### src/hw/rtl/ladrc_pkg.sv
// shared types, constants and saturation helpers for the ladrc controller
`timescale 1ns / 1ps

package ladrc_pkg;

  // configuration register indexes
  localparam logic [1:0] CFG_PLANT_GAIN  = 2'd0;
  localparam logic [1:0] CFG_PERIOD      = 2'd1;
  localparam logic [1:0] CFG_CTRL_BW     = 2'd2;
  localparam logic [1:0] CFG_OBS_BW      = 2'd3;

  // configuration reset values
  localparam logic [30:0] PLANT_GAIN_RST = 31'd131072;
  localparam logic [31:0] PERIOD_RST     = 32'd12884902;
  localparam logic [30:0] CTRL_BW_RST    = 31'd39321600;
  localparam logic [30:0] OBS_BW_RST     = 31'd393216;

  // drive limit of +-10000 in q16.16
  localparam logic [29:0]        DRIVE_LIMIT_MAG = 30'd655360000;
  localparam logic signed [30:0] DRIVE_LIMIT     = 31'sd655360000;

  // divider quotient bits once the overflow pre-check has passed
  localparam int unsigned DIV_BITS = 30;

  localparam logic signed [65:0] WIDE_MAX = 66'sd2147483647;
  localparam logic signed [65:0] WIDE_MIN = -66'sd2147483648;
  localparam logic signed [31:0] SAT_MAX  = 32'sh7FFF_FFFF;
  localparam logic signed [31:0] SAT_MIN  = 32'sh8000_0000;

  // sequencer states
  typedef enum logic [4:0] {
    S_IDLE,
    S_B2,  S_B2W,
    S_P,   S_PW,
    S_T1,  S_T1W,
    S_H1,  S_H1W,
    S_E2,
    S_T2,  S_T2W,
    S_H2,  S_H2W,
    S_T3,  S_T3W,
    S_DIV, S_DIVW,
    S_OUT
  } ladrc_state_t;

  // shared multiplier request and response
  typedef struct packed {
    logic               start;
    logic               shift_long;  // shift by 32 instead of 16
    logic signed [32:0] a;
    logic signed [32:0] b;
  } mul_req_t;

  typedef struct packed {
    logic               done;
    logic signed [31:0] result;
  } mul_rsp_t;

  // divider request and response
  typedef struct packed {
    logic               start;
    logic signed [31:0] num;
    logic [30:0]        divisor;
  } div_req_t;

  typedef struct packed {
    logic               done;
    logic signed [30:0] drive;
    logic               clamped;
  } div_rsp_t;

  function automatic logic signed [31:0] sat_to_32(input logic signed [65:0] v);
    logic signed [31:0] r;
    if (v > WIDE_MAX) begin
      r = SAT_MAX;
    end else if (v < WIDE_MIN) begin
      r = SAT_MIN;
    end else begin
      r = v[31:0];
    end
    return r;
  endfunction

  function automatic logic signed [31:0] add_sat(input logic signed [31:0] a,
                                                 input logic signed [31:0] b);
    logic signed [65:0] s;
    s = 66'(a) + 66'(b);
    return sat_to_32(s);
  endfunction

  function automatic logic signed [31:0] sub_sat(input logic signed [31:0] a,
                                                 input logic signed [31:0] b);
    logic signed [65:0] s;
    s = 66'(a) - 66'(b);
    return sat_to_32(s);
  endfunction

  function automatic logic signed [31:0] add3_sat(input logic signed [31:0] a,
                                                  input logic signed [31:0] b,
                                                  input logic signed [31:0] c);
    logic signed [65:0] s;
    s = 66'(a) + 66'(b) + 66'(c);
    return sat_to_32(s);
  endfunction

endpackage

### src/hw/rtl/ladrc_in_if.sv
// input channel: target and measured value per control period
`timescale 1ns / 1ps

interface ladrc_in_if;
  logic               valid;
  logic               ready;
  logic signed [31:0] target;
  logic signed [31:0] measured;

  modport source (output valid, output target, output measured, input ready);
  modport sink   (input valid, input target, input measured, output ready);
endinterface

### src/hw/rtl/ladrc_out_if.sv
// result channel: drive, observer estimates and clamp flag
`timescale 1ns / 1ps

interface ladrc_out_if;
  logic               valid;
  logic               ready;
  logic signed [30:0] drive;
  logic signed [31:0] position_estimate;
  logic signed [31:0] disturbance_estimate;
  logic               clamped;

  modport source (output valid, output drive, output position_estimate,
                  output disturbance_estimate, output clamped, input ready);
  modport sink   (input valid, input drive, input position_estimate,
                  input disturbance_estimate, input clamped, output ready);
endinterface

### src/hw/rtl/ladrc_first_order_step.sv
// top level: observer and proportional law sequenced over a shared multiplier
//
//   channel   dir  payload                                            beat when
//   in_ch     in   target, measured                                   valid & ready
//   out_ch    out  drive, position_estimate, disturbance_estimate,    valid & ready
//                  clamped
//   cfg_*     in   cfg_index, cfg_data                                cfg_we high
//
// an item runs through seven multiplies on the one shared multiplier, then the
// 30-step divider, which finishes early when the quotient is known to clamp
// synchronous active-low reset restores the config defaults and clears the
// observer state and the last drive
// in_ch.ready is high only while idle; a result waiting on out_ch holds the
// next one in its final state, which keeps in_ch.ready low until it is loaded
`timescale 1ns / 1ps

module ladrc_first_order_step (
  input  logic        clk,
  input  logic        rst_n,
  ladrc_in_if.sink    in_ch,
  ladrc_out_if.source out_ch,
  input  logic        cfg_we,
  input  logic [1:0]  cfg_index,
  input  logic [31:0] cfg_data
);

  // configuration registers
  logic [30:0] b0_r;
  logic [31:0] h_r;
  logic [30:0] wc_r;
  logic [30:0] w0_r;

  ladrc_pkg::ladrc_state_t state_r, state_nxt;

  logic signed [31:0] target_r, target_nxt;
  logic signed [31:0] measured_r, measured_nxt;
  logic signed [31:0] beta1_r, beta1_nxt;
  logic signed [31:0] beta2_r, beta2_nxt;
  logic signed [31:0] err_r, err_nxt;
  logic signed [31:0] err3_r, err3_nxt;
  logic signed [31:0] acc_r, acc_nxt;
  logic signed [31:0] est_o_r, est_o_nxt;
  logic signed [31:0] est_d_r, est_d_nxt;
  logic signed [31:0] last_drive_r, last_drive_nxt;
  logic               clamp_r, clamp_nxt;

  logic               out_valid_r, out_valid_nxt;
  logic signed [30:0] out_drive_r, out_drive_nxt;
  logic signed [31:0] out_pos_r, out_pos_nxt;
  logic signed [31:0] out_dist_r, out_dist_nxt;
  logic               out_clamp_r, out_clamp_nxt;

  ladrc_pkg::mul_req_t mul_req;
  ladrc_pkg::mul_rsp_t mul_rsp;
  ladrc_pkg::div_req_t div_req;
  ladrc_pkg::div_rsp_t div_rsp;

  ladrc_mul u_mul (
    .clk   (clk),
    .rst_n (rst_n),
    .req   (mul_req),
    .rsp   (mul_rsp)
  );

  ladrc_div u_div (
    .clk   (clk),
    .rst_n (rst_n),
    .req   (div_req),
    .rsp   (div_rsp)
  );

  // configuration writes
  always_ff @(posedge clk) begin
    if (!rst_n) begin
      b0_r <= ladrc_pkg::PLANT_GAIN_RST;
      h_r  <= ladrc_pkg::PERIOD_RST;
      wc_r <= ladrc_pkg::CTRL_BW_RST;
      w0_r <= ladrc_pkg::OBS_BW_RST;
    end else if (cfg_we) begin
      case (cfg_index)
        ladrc_pkg::CFG_PLANT_GAIN: b0_r <= cfg_data[30:0];
        ladrc_pkg::CFG_PERIOD:     h_r  <= cfg_data;
        ladrc_pkg::CFG_CTRL_BW:    wc_r <= cfg_data[30:0];
        ladrc_pkg::CFG_OBS_BW:     w0_r <= cfg_data[30:0];
        default: ;
      endcase
    end
  end

  // state and control registers
  always_ff @(posedge clk) begin
    if (!rst_n) begin
      state_r      <= ladrc_pkg::S_IDLE;
      out_valid_r  <= 1'b0;
      est_o_r      <= '0;
      est_d_r      <= '0;
      last_drive_r <= '0;
    end else begin
      state_r      <= state_nxt;
      out_valid_r  <= out_valid_nxt;
      est_o_r      <= est_o_nxt;
      est_d_r      <= est_d_nxt;
      last_drive_r <= last_drive_nxt;
    end
  end

  // working and output payload registers
  always_ff @(posedge clk) begin
    target_r    <= target_nxt;
    measured_r  <= measured_nxt;
    beta1_r     <= beta1_nxt;
    beta2_r     <= beta2_nxt;
    err_r       <= err_nxt;
    err3_r      <= err3_nxt;
    acc_r       <= acc_nxt;
    clamp_r     <= clamp_nxt;
    out_drive_r <= out_drive_nxt;
    out_pos_r   <= out_pos_nxt;
    out_dist_r  <= out_dist_nxt;
    out_clamp_r <= out_clamp_nxt;
  end

  // sequencer: next state, unit requests and register updates
  always_comb begin
    state_nxt      = state_r;
    target_nxt     = target_r;
    measured_nxt   = measured_r;
    beta1_nxt      = beta1_r;
    beta2_nxt      = beta2_r;
    err_nxt        = err_r;
    err3_nxt       = err3_r;
    acc_nxt        = acc_r;
    est_o_nxt      = est_o_r;
    est_d_nxt      = est_d_r;
    last_drive_nxt = last_drive_r;
    clamp_nxt      = clamp_r;
    out_drive_nxt  = out_drive_r;
    out_pos_nxt    = out_pos_r;
    out_dist_nxt   = out_dist_r;
    out_clamp_nxt  = out_clamp_r;
    mul_req        = '0;
    div_req        = '0;

    // result taken
    out_valid_nxt = out_valid_r && !out_ch.ready;

    case (state_r)
      ladrc_pkg::S_IDLE: begin
        if (in_ch.valid) begin
          target_nxt   = in_ch.target;
          measured_nxt = in_ch.measured;
          state_nxt    = ladrc_pkg::S_B2;
        end
      end
      // beta2 = w0 * w0, beta1 = 2 * w0 saturated
      ladrc_pkg::S_B2: begin
        mul_req.start = 1'b1;
        mul_req.a     = {2'b0, w0_r};
        mul_req.b     = {2'b0, w0_r};
        beta1_nxt     = w0_r[30] ? ladrc_pkg::SAT_MAX : $signed({w0_r, 1'b0});
        state_nxt     = ladrc_pkg::S_B2W;
      end
      ladrc_pkg::S_B2W: begin
        if (mul_rsp.done) begin
          beta2_nxt = mul_rsp.result;
          state_nxt = ladrc_pkg::S_P;
        end
      end
      // b0 * last drive, and first observer error
      ladrc_pkg::S_P: begin
        mul_req.start = 1'b1;
        mul_req.a     = {2'b0, b0_r};
        mul_req.b     = 33'(last_drive_r);
        err_nxt       = ladrc_pkg::sub_sat(measured_r, est_o_r);
        state_nxt     = ladrc_pkg::S_PW;
      end
      ladrc_pkg::S_PW: begin
        if (mul_rsp.done) begin
          acc_nxt   = mul_rsp.result;
          state_nxt = ladrc_pkg::S_T1;
        end
      end
      // beta1 * error, summed with disturbance and b0 term
      ladrc_pkg::S_T1: begin
        mul_req.start = 1'b1;
        mul_req.a     = 33'(beta1_r);
        mul_req.b     = 33'(err_r);
        state_nxt     = ladrc_pkg::S_T1W;
      end
      ladrc_pkg::S_T1W: begin
        if (mul_rsp.done) begin
          acc_nxt   = ladrc_pkg::add3_sat(est_d_r, acc_r, mul_rsp.result);
          state_nxt = ladrc_pkg::S_H1;
        end
      end
      // position estimate update
      ladrc_pkg::S_H1: begin
        mul_req.start      = 1'b1;
        mul_req.shift_long = 1'b1;
        mul_req.a          = 33'(acc_r);
        mul_req.b          = {1'b0, h_r};
        state_nxt          = ladrc_pkg::S_H1W;
      end
      ladrc_pkg::S_H1W: begin
        if (mul_rsp.done) begin
          est_o_nxt = ladrc_pkg::add_sat(est_o_r, mul_rsp.result);
          state_nxt = ladrc_pkg::S_E2;
        end
      end
      // errors against the updated position estimate
      ladrc_pkg::S_E2: begin
        err_nxt   = ladrc_pkg::sub_sat(measured_r, est_o_r);
        err3_nxt  = ladrc_pkg::sub_sat(target_r, est_o_r);
        state_nxt = ladrc_pkg::S_T2;
      end
      ladrc_pkg::S_T2: begin
        mul_req.start = 1'b1;
        mul_req.a     = 33'(beta2_r);
        mul_req.b     = 33'(err_r);
        state_nxt     = ladrc_pkg::S_T2W;
      end
      ladrc_pkg::S_T2W: begin
        if (mul_rsp.done) begin
          acc_nxt   = mul_rsp.result;
          state_nxt = ladrc_pkg::S_H2;
        end
      end
      // disturbance estimate update
      ladrc_pkg::S_H2: begin
        mul_req.start      = 1'b1;
        mul_req.shift_long = 1'b1;
        mul_req.a          = 33'(acc_r);
        mul_req.b          = {1'b0, h_r};
        state_nxt          = ladrc_pkg::S_H2W;
      end
      ladrc_pkg::S_H2W: begin
        if (mul_rsp.done) begin
          est_d_nxt = ladrc_pkg::add_sat(est_d_r, mul_rsp.result);
          state_nxt = ladrc_pkg::S_T3;
        end
      end
      // proportional law numerator
      ladrc_pkg::S_T3: begin
        mul_req.start = 1'b1;
        mul_req.a     = {2'b0, wc_r};
        mul_req.b     = 33'(err3_r);
        state_nxt     = ladrc_pkg::S_T3W;
      end
      ladrc_pkg::S_T3W: begin
        if (mul_rsp.done) begin
          acc_nxt   = ladrc_pkg::sub_sat(mul_rsp.result, est_d_r);
          state_nxt = ladrc_pkg::S_DIV;
        end
      end
      // divide by b0 and clamp
      ladrc_pkg::S_DIV: begin
        div_req.start   = 1'b1;
        div_req.num     = acc_r;
        div_req.divisor = b0_r;
        state_nxt       = ladrc_pkg::S_DIVW;
      end
      ladrc_pkg::S_DIVW: begin
        if (div_rsp.done) begin
          last_drive_nxt = 32'(div_rsp.drive);
          clamp_nxt      = div_rsp.clamped;
          state_nxt      = ladrc_pkg::S_OUT;
        end
      end
      // load the output register once it is free
      ladrc_pkg::S_OUT: begin
        if (!out_valid_r || out_ch.ready) begin
          out_valid_nxt = 1'b1;
          out_drive_nxt = last_drive_r[30:0];
          out_pos_nxt   = est_o_r;
          out_dist_nxt  = est_d_r;
          out_clamp_nxt = clamp_r;
          state_nxt     = ladrc_pkg::S_IDLE;
        end
      end
      default: begin
        state_nxt = ladrc_pkg::S_IDLE;
      end
    endcase
  end

  assign in_ch.ready                 = (state_r == ladrc_pkg::S_IDLE);
  assign out_ch.valid                = out_valid_r;
  assign out_ch.drive                = out_drive_r;
  assign out_ch.position_estimate    = out_pos_r;
  assign out_ch.disturbance_estimate = out_dist_r;
  assign out_ch.clamped              = out_clamp_r;

  // multiplier results only arrive while the sequencer waits for them
  a_mul_done_in_wait: assert property (@(posedge clk) disable iff (!rst_n)
    mul_rsp.done |-> (state_r == ladrc_pkg::S_B2W || state_r == ladrc_pkg::S_PW ||
                      state_r == ladrc_pkg::S_T1W || state_r == ladrc_pkg::S_H1W ||
                      state_r == ladrc_pkg::S_T2W || state_r == ladrc_pkg::S_H2W ||
                      state_r == ladrc_pkg::S_T3W))
    else $error("multiplier result outside a wait state");

  // divider result only arrives while the sequencer waits for it
  a_div_done_in_wait: assert property (@(posedge clk) disable iff (!rst_n)
    div_rsp.done |-> state_r == ladrc_pkg::S_DIVW)
    else $error("divider result outside its wait state");

  // presented drive stays within the limit
  a_drive_range: assert property (@(posedge clk) disable iff (!rst_n)
    out_ch.valid |-> (out_ch.drive <= ladrc_pkg::DRIVE_LIMIT &&
                      out_ch.drive >= -ladrc_pkg::DRIVE_LIMIT))
    else $error("drive beyond limit");

  // a clamped drive sits exactly on the limit
  a_clamp_on_limit: assert property (@(posedge clk) disable iff (!rst_n)
    (out_ch.valid && out_ch.clamped) |-> (out_ch.drive == ladrc_pkg::DRIVE_LIMIT ||
                                          out_ch.drive == -ladrc_pkg::DRIVE_LIMIT))
    else $error("clamp flag set with drive off the limit");

endmodule

### src/hw/rtl/ladrc_mul.sv
// shared signed multiplier with floored shift and 32-bit saturation
`timescale 1ns / 1ps

module ladrc_mul (
  input  logic              clk,
  input  logic              rst_n,
  input  ladrc_pkg::mul_req_t req,
  output ladrc_pkg::mul_rsp_t rsp
);

  logic                      v1_r;
  logic                      done_r;
  logic                      long_r;
  logic signed [65:0]        prod_r;
  logic signed [31:0]        res_r;
  logic signed [65:0]        shifted;

  // control pipe
  always_ff @(posedge clk) begin
    if (!rst_n) begin
      v1_r   <= 1'b0;
      done_r <= 1'b0;
    end else begin
      v1_r   <= req.start;
      done_r <= v1_r;
    end
  end

  // arithmetic shift floors toward minus infinity
  assign shifted = long_r ? (prod_r >>> 32) : (prod_r >>> 16);

  // product stage, then shift and saturate stage
  always_ff @(posedge clk) begin
    if (req.start) begin
      prod_r <= req.a * req.b;
      long_r <= req.shift_long;
    end
    if (v1_r) begin
      res_r <= ladrc_pkg::sat_to_32(shifted);
    end
  end

  assign rsp.done   = done_r;
  assign rsp.result = res_r;

endmodule

### src/hw/rtl/ladrc_div.sv
// bit-serial divider for (num * 2^16) / b0 with drive clamping
`timescale 1ns / 1ps

module ladrc_div (
  input  logic              clk,
  input  logic              rst_n,
  input  ladrc_pkg::div_req_t req,
  output ladrc_pkg::div_rsp_t rsp
);

  localparam logic [29:0] DRIVE_LIMIT_MAG_LOCAL = ladrc_pkg::DRIVE_LIMIT_MAG;

  logic                busy_r;
  logic                fin_r;
  logic                done_r;
  logic [4:0]          cnt_r;
  logic [30:0]         dsr_r;
  logic [30:0]         rem_r;
  logic [29:0]         quo_r;
  logic                neg_r;
  logic                ovf_r;
  logic signed [30:0]  drive_r;
  logic                clamped_r;

  logic [30:0]         dsr;
  logic [31:0]         mag;
  logic                ovf;
  logic [31:0]         trial;
  logic [31:0]         diff;
  logic                ge;
  logic                over;
  logic [29:0]         mag_o;
  logic signed [30:0]  mag_s;

  // zero gain acts as one lsb
  assign dsr = (req.divisor == 31'd0) ? 31'd1 : req.divisor;
  assign mag = req.num[31] ? (~req.num + 32'd1) : req.num;
  // quotient reaches 2^30 or more, so it clamps anyway
  assign ovf = {13'b0, mag} >= {dsr, 14'b0};

  // restoring step: shift in next dividend bit, subtract when it fits
  assign trial = {rem_r, quo_r[29]};
  assign diff  = trial - {1'b0, dsr_r};
  assign ge    = trial >= {1'b0, dsr_r};

  // clamp and sign fix-up
  assign over  = ovf_r || (quo_r > DRIVE_LIMIT_MAG_LOCAL);
  assign mag_o = over ? DRIVE_LIMIT_MAG_LOCAL : quo_r;
  assign mag_s = $signed({1'b0, mag_o});

  // control
  always_ff @(posedge clk) begin
    if (!rst_n) begin
      busy_r <= 1'b0;
      fin_r  <= 1'b0;
      done_r <= 1'b0;
      cnt_r  <= '0;
    end else begin
      done_r <= fin_r;
      fin_r  <= 1'b0;
      if (req.start) begin
        cnt_r <= 5'(ladrc_pkg::DIV_BITS - 1);
        if (ovf) begin
          fin_r <= 1'b1;
        end else begin
          busy_r <= 1'b1;
        end
      end else if (busy_r) begin
        if (cnt_r == 5'd0) begin
          busy_r <= 1'b0;
          fin_r  <= 1'b1;
        end else begin
          cnt_r <= cnt_r - 5'd1;
        end
      end
    end
  end

  // datapath
  always_ff @(posedge clk) begin
    if (req.start) begin
      dsr_r <= dsr;
      neg_r <= req.num[31];
      ovf_r <= ovf;
      rem_r <= {13'b0, mag[31:14]};
      quo_r <= {mag[13:0], 16'b0};
    end else if (busy_r) begin
      rem_r <= ge ? diff[30:0] : trial[30:0];
      quo_r <= {quo_r[28:0], ge};
    end
    if (fin_r) begin
      drive_r   <= neg_r ? -mag_s : mag_s;
      clamped_r <= over;
    end
  end

  assign rsp.done    = done_r;
  assign rsp.drive   = drive_r;
  assign rsp.clamped = clamped_r;

endmodule

### src/flat_wrapper.sv
// flat-port wrapper written by rule: the top's interface ports become plain ports
module ladrc_first_order_step_flat 
  (clk, rst_n, cfg_we, cfg_index, cfg_data, in_ch_valid, in_ch_target, in_ch_measured, in_ch_ready, out_ch_valid, out_ch_drive, out_ch_position_estimate, out_ch_disturbance_estimate, out_ch_clamped, out_ch_ready);
  ladrc_in_if in_ch_i ();
  ladrc_out_if out_ch_i ();
  input  logic clk;
  input  logic rst_n;
  input  logic cfg_we;
  input  logic [1:0] cfg_index;
  input  logic [31:0] cfg_data;
  input wire logic [$bits(in_ch_i.valid)-1:0] in_ch_valid;
  input wire logic [$bits(in_ch_i.target)-1:0] in_ch_target;
  input wire logic [$bits(in_ch_i.measured)-1:0] in_ch_measured;
  output wire logic [$bits(in_ch_i.ready)-1:0] in_ch_ready;
  output wire logic [$bits(out_ch_i.valid)-1:0] out_ch_valid;
  output wire logic [$bits(out_ch_i.drive)-1:0] out_ch_drive;
  output wire logic [$bits(out_ch_i.position_estimate)-1:0] out_ch_position_estimate;
  output wire logic [$bits(out_ch_i.disturbance_estimate)-1:0] out_ch_disturbance_estimate;
  output wire logic [$bits(out_ch_i.clamped)-1:0] out_ch_clamped;
  input wire logic [$bits(out_ch_i.ready)-1:0] out_ch_ready;
  assign in_ch_i.valid = in_ch_valid;
  assign in_ch_i.target = in_ch_target;
  assign in_ch_i.measured = in_ch_measured;
  assign in_ch_ready = in_ch_i.ready;
  assign out_ch_valid = out_ch_i.valid;
  assign out_ch_drive = out_ch_i.drive;
  assign out_ch_position_estimate = out_ch_i.position_estimate;
  assign out_ch_disturbance_estimate = out_ch_i.disturbance_estimate;
  assign out_ch_clamped = out_ch_i.clamped;
  assign out_ch_i.ready = out_ch_ready;
  ladrc_first_order_step u_core (.clk(clk), .rst_n(rst_n), .in_ch(in_ch_i), .out_ch(out_ch_i), .cfg_we(cfg_we), .cfg_index(cfg_index), .cfg_data(cfg_data));
endmodule
### config.mk
export PLATFORM = sky130hd
export DESIGN_NAME = ladrc_first_order_step_flat
export DESIGN_NICKNAME = d
export VERILOG_FILES = /design/src/hw/rtl/ladrc_pkg.sv /design/src/hw/rtl/ladrc_in_if.sv /design/src/hw/rtl/ladrc_out_if.sv /design/src/hw/rtl/ladrc_first_order_step.sv /design/src/hw/rtl/ladrc_mul.sv /design/src/hw/rtl/ladrc_div.sv /design/src/flat_wrapper.sv
export SDC_FILE = /design/constraint.sdc
export NUM_CORES = 2
export LEC_CHECK = 0
export ABC_AREA = 1
export BUFFER_PORTS_ARGS = -buffer_cell sky130_fd_sc_hd__clkbuf_2
export CORE_MARGIN = 2
export CORE_UTILIZATION = 59
export CTS_CLUSTER_DIAMETER = 200
export CTS_CLUSTER_SIZE = 24
export DETAILED_ROUTE_END_ITERATION = 6
export PLACE_DENSITY = 0.84
export SLEW_MARGIN = 25
export SYNTH_ARGS = -nofsm -noshare
export SYNTH_HDL_FRONTEND = slang
export SYNTH_SLANG_ARGS = --single-unit
### constraint.sdc
create_clock -name clk -period 8.1 [get_ports clk]
set_input_delay 1.215 -clock clk [delete_from_list [all_inputs] [get_ports clk]]
set_output_delay 1.215 -clock clk [all_outputs]
set_load 0.1 [all_outputs]
==> impl_results.html <==
<table>
<tr><th>Metric</th><th>Value</th></tr>
<tr><th colspan="2">Placed design</th></tr>
<tr><td>PortBufs</td><td>200</td></tr>
<tr><td>Dpl cell area</td><td>0.0954 mm2</td></tr>
<tr><td>Worst slack, placed</td><td>-1.04 ns</td></tr>
<tr><td>Gpl congestion</td><td>1.12</td></tr>
<tr><td>Estimated wirelength of the detail-placed design</td><td>283,000 um</td></tr>
<tr><th colspan="2">Status</th></tr>
<tr><td>Outcome</td><td>complete, but fails checks</td></tr>
<tr><td>Violations in the final reports</td><td>design-rule violations, negative setup slack</td></tr>
<tr><th colspan="2">Critical path</th></tr>
<tr><td>Cell with the largest stage delay on the worst path</td><td>sky130_fd_sc_hd__fa_1</td></tr>
<tr><td>RR Startpoint</td><td>u_core.state_r[3]$_SDFFE_PN0P_</td></tr>
<tr><td>Required time at the worst-slack endpoint</td><td>8.56 ns</td></tr>
<tr><td>Family of cells with the greatest summed delay on the critical path</td><td>adder cells</td></tr>
<tr><td>Start-to-end type of the worst setup path</td><td>register to register</td></tr>
<tr><td>Library cell appearing most often on the critical path</td><td>sky130_fd_sc_hd__fa_1</td></tr>
<tr><td>Crit path launch</td><td>u_core.state_r[3]$_SDFFE_PN0P_</td></tr>
<tr><td>Worst EP arrival</td><td>9.35 ns</td></tr>
<tr><td>Buffer and inverter count on the worst path</td><td>15</td></tr>
<tr><td>Worst setup slack for register-to-register paths</td><td>-0.79 ns</td></tr>
<tr><td>Kind of launch point of the worst setup path</td><td>register</td></tr>
<tr><td>Worst-path maximum fanout</td><td>7</td></tr>
<tr><td>Sort of element at the end of the critical path</td><td>register</td></tr>
<tr><td>Delay of the slowest cell on the worst path</td><td>0.61 ns</td></tr>
<tr><th colspan="2">Yosys</th></tr>
<tr><td>Cell area after synthesis</td><td>0.0846 mm2</td></tr>
<tr><td>Portion of synthesized cell area occupied by the leading cell type</td><td>27.4%</td></tr>
<tr><td>Cell with the most instances after synthesis</td><td>sky130_fd_sc_hd__inv_1</td></tr>
<tr><td>Warning count from the yosys run</td><td>0</td></tr>
<tr><td>Syn_nets</td><td>11,900</td></tr>
<tr><td>Synthesized flop and latch total</td><td>765</td></tr>
<tr><td>Dominant cells by area after synthesis</td><td>sky130_fd_sc_hd__fa_1 (27%), sky130_fd_sc_hd__edfxtp_1 (18%), sky130_fd_sc_hd__inv_1 (8.9%)</td></tr>
<tr><td>Post-synthesis cell count</td><td>10,200</td></tr>
<tr><td>Number of enable-type register cells in the synthesized netlist</td><td>500</td></tr>
<tr><td>Ys async rst share</td><td>0%</td></tr>
<tr><td>Ys flop type</td><td>sky130_fd_sc_hd__edfxtp_1</td></tr>
<tr><td>Sequential fraction of the synthesis area</td><td>24.0%</td></tr>
<tr><td>Count of unique library cells instantiated by Yosys</td><td>74</td></tr>
<tr><td>Synthesized area per cell</td><td>8.31 um2</td></tr>
<tr><td>Cell type with the highest aggregate area in the netlist</td><td>sky130_fd_sc_hd__fa_1</td></tr>
<tr><td>Commonest cells post-synth</td><td>sky130_fd_sc_hd__inv_1 (2,010), sky130_fd_sc_hd__nand2_1 (1,973), sky130_fd_sc_hd__fa_1 (1,160)</td></tr>
<tr><th colspan="2">Clock network</th></tr>
<tr><td>CTS Hold Buffers Added</td><td>0</td></tr>
<tr><td>CTS tree</td><td>yes</td></tr>
<tr><td>Num CTS Buffers</td><td>37</td></tr>
<tr><td>Number of buffers between clock root and the deepest sink</td><td>3</td></tr>
<tr><td>Clock-pin slew on the worst setup and hold paths</td><td>0.14 ns</td></tr>
<tr><td>Clock tree sinks</td><td>765</td></tr>
<tr><td>Worst skew pair latency</td><td>0.70 ns</td></tr>
<tr><td>Root Buffer</td><td>sky130_fd_sc_hd__clkbuf_16</td></tr>
<tr><td>H-tree levels</td><td>2</td></tr>
<tr><th colspan="2">Global route</th></tr>
<tr><td>Initial antenna violation count</td><td>23</td></tr>
<tr><td>All-Layer GR Usage</td><td>46.9%</td></tr>
<tr><td>Wire length of the first global-routing pass</td><td>501,000 um</td></tr>
<tr><td>Maximum number of pins on one net before global-route repair</td><td>148</td></tr>
<tr><td>Grt total ovfl</td><td>0</td></tr>
<tr><td>Via count of the first global-routing pass</td><td>77,000</td></tr>
<tr><th colspan="2">STA</th></tr>
<tr><td>Final setup slack of the worst path</td><td>-0.793 ns</td></tr>
<tr><td>Number of failing hold endpoints at the final stage</td><td>0</td></tr>
<tr><td>Max Freq</td><td>112 MHz</td></tr>
<tr><td>Final min period</td><td>8.89 ns</td></tr>
<tr><td>Max-slew violation total from the final report</td><td>0</td></tr>
<tr><td>Final clock skew</td><td>0.0704 ns</td></tr>
<tr><td>Final-report setup violation count</td><td>50</td></tr>
<tr><td>Unrepaired setup endpoints after global routing</td><td>yes</td></tr>
<tr><td>Worst-margin pin slew</td><td>1.21 ns</td></tr>
<tr><td>Max-Slew Margin vs Limit</td><td>19.6%</td></tr>
<tr><td>Final critical-path share of the clock period</td><td>110%</td></tr>
<tr><th colspan="2">Floorplanning</th></tr>
<tr><td>Initial cell density of the core</td><td>59.6%</td></tr>
<tr><td>Height of the chip</td><td>383 um</td></tr>
<tr><td>Die Span X</td><td>383 um</td></tr>
<tr><td>Die footprint</td><td>0.146 mm2</td></tr>
<tr><td>Floorplan Core Area</td><td>0.142 mm2</td></tr>
<tr><td>Number of cell rows</td><td>138</td></tr>
<tr><td>I/O pins</td><td>201</td></tr>
<tr><th colspan="2">Layout</th></tr>
<tr><td>Layout cells sized above 1</td><td>18.1%</td></tr>
<tr><td>Number of nets in the final layout</td><td>12,800</td></tr>
<tr><td>Number of fillers in the final layout</td><td>11,200</td></tr>
<tr><td>Summed area of non-filler cells in the final layout</td><td>0.0998 mm2</td></tr>
<tr><td>Layout overhead on the synthesized area</td><td>18.0%</td></tr>
<tr><th colspan="2">Power and ir drop</th></tr>
<tr><td>Total power divided by cell area</td><td>204 mW/mm2</td></tr>
<tr><td>IR drop worst, VDD</td><td>513 uV</td></tr>
<tr><td>Power consumption</td><td>0.0204 W</td></tr>
<tr><td>Pleak</td><td>48.7 nW</td></tr>
<tr><th colspan="2">Routing</th></tr>
<tr><td>Mean number of vias per cell</td><td>6.02</td></tr>
<tr><td>Number of nets with antenna violations after routing</td><td>0</td></tr>
<tr><td>Wire length per cell after detailed routing</td><td>26.7 um</td></tr>
<tr><td>Number of vias in the routed layout</td><td>78,400</td></tr>
<tr><td>Routed wire length</td><td>348,000 um</td></tr>
<tr><td>Post-route DRC</td><td>7</td></tr>
<tr><td>Initial drt markers</td><td>10,100</td></tr>
<tr><td>Total iterations of the first detailed-routing run</td><td>7</td></tr>
<tr><th colspan="2">Run</th></tr>
<tr><td>Reported max-cap violation count</td><td>0</td></tr>
<tr><th colspan="2">Hold path</th></tr>
<tr><td>Hold path start</td><td>u_core.last_drive_r[24]$_SDFFE_PN0P_</td></tr>
<tr><td>Hold/Removal Path Class</td><td>register to register</td></tr>
</table>
kinds of logic after synthesis:
group	count (synthesis)	share of synthesized area (%)
and+or+nand+nor	3692	18.4
buffers and inverters	2436	11.2
adders and majority gates	1616	34.2
AOI/OAI and AO/OA	1409	9.51
DFF	765	24.0
xor gates and xnor gates	257	2.66
muxes	1	0.0118
routing by layer:
layer / global-route usage, % / share of wire (%) / up-vias
met5: 0 / 0.048 / -
met4: 27.7 / 7.9 / 10
met3: 16.6 / 15 / 1399
met2: 66.3 / 41 / 5604
met1: 62.0 / 36 / 38000
li1: - / - / 33500
state kept, by name, indices dropped and copies added, names as in the netlist, 30 cells and up:
name and flops:
u_core.target_r 32, u_core.h_r 32, u_core.acc_r 32, u_core.err_r 32
u_core.u_div.drive_r 31, u_core.last_drive_r 31, u_core.u_mul.res_r 32, u_core.u_div.rem_r 31
u_core.b0_r 31, u_core.w0_r 31, u_core.u_mul.prod_r 50, u_core.measured_r 32
u_core.u_div.quo_r 30, u_core.out_ch.disturbance_estimate 32, u_core.est_o_r 32, u_core.out_ch.position_estimate 32
u_core.out_ch.drive 31, u_core.wc_r 31, u_core.beta2_r 32, u_core.est_d_r 32
u_core.err3_r 32, u_core.u_div.dsr_r 31, u_core.beta1_r 31
cells in the final DEF (no fill, tap or decap), types with 31 or more instances in the layout:
cell type	instances
sky130_fd_sc_hd__a21o_1	37
sky130_fd_sc_hd__a21oi_1	503
sky130_fd_sc_hd__a21oi_2	46
sky130_fd_sc_hd__buf_12	128
sky130_fd_sc_hd__buf_4	860
sky130_fd_sc_hd__buf_6	47
sky130_fd_sc_hd__clkbuf_16	40
sky130_fd_sc_hd__clkbuf_2	199
sky130_fd_sc_hd__dfxtp_1	260
sky130_fd_sc_hd__edfxtp_1	500
sky130_fd_sc_hd__fa_1	1108
sky130_fd_sc_hd__fa_2	52
sky130_fd_sc_hd__ha_1	414
sky130_fd_sc_hd__ha_4	42
sky130_fd_sc_hd__inv_1	1921
sky130_fd_sc_hd__inv_2	109
sky130_fd_sc_hd__nand2_1	1907
sky130_fd_sc_hd__nand2_2	69
sky130_fd_sc_hd__nand3_1	231
sky130_fd_sc_hd__nand3b_1	36
sky130_fd_sc_hd__nand4_1	50
sky130_fd_sc_hd__nor2_1	1013
sky130_fd_sc_hd__nor2_2	90
sky130_fd_sc_hd__nor2_4	46
sky130_fd_sc_hd__nor3_1	65
sky130_fd_sc_hd__nor4_4	31
sky130_fd_sc_hd__o211ai_1	58
sky130_fd_sc_hd__o21ai_0	424
sky130_fd_sc_hd__o21ai_1	47
sky130_fd_sc_hd__o21bai_1	47
sky130_fd_sc_hd__or2_2	33
sky130_fd_sc_hd__xnor2_1	73
sky130_fd_sc_hd__xor2_1	179
worst paths after layout:
check / end / depth (start not counted)
setup / recovery: u_core.u_mul.prod_r[64]$_DFFE_PP_ / 38
hold / removal: u_core.out_ch.drive[24]$_DFFE_PP_ / 0
setup reg to reg: u_core.u_mul.prod_r[64]$_DFFE_PP_ / 38
hold reg to reg: u_core.out_ch.drive[24]$_DFFE_PP_ / 0
power breakdown:
part           internal (W)  total (W)  switching (W)
combinational       0.00437     0.0124        0.00807
clock              0.000891    0.00228        0.00139
sequential          0.00508    0.00564       0.000562
total                0.0103     0.0204         0.0100
per-stage QoR:
stage | setup TNS (ns) | cells | hold WS, ns | utilization, %
detailed placement | -36.87 | 12900 | 0.416 | 67.2
global placement | -34.65 | 12900 | 0.411 | 67.2
floorplan | -0.00322 | 10200 | 0.400 | -
global route | -31.49 | 13000 | 0.445 | 70.3
CTS | -14.42 | 13000 | 0.439 | 69.1
finish | -22.78 | 13000 | 0.439 | 70.3
area by class of cell:
| class | count | area (um2) | area share, % |
|---|---|---|---|
| multi-input combinational | 6976 | 57300 | 57.4 |
| sequential | 765 | 20300 | 20.4 |
| timing repair buffer | 1244 | 10700 | 10.7 |
| inverter | 2069 | 7890 | 7.91 |
| tap | 1890 | 2360 | 2.37 |
| clock buffer | 63 | 1020 | 1.03 |
| clock inverter | 4 | 71.3 | 0.0715 |
| antenna | 17 | 42.5 | 0.0426 |
| timing repair inverter | 2 | 17.5 | 0.0176 |
what timing repair did:
action,in CTS,in global routing
resized for setup,337,382
pin swaps,67,164
endpoints found under the setup margin,50,50
gates cloned,2,4
setup buffers,37,41
No activity file was read; power rests on OpenSTA's default activity.
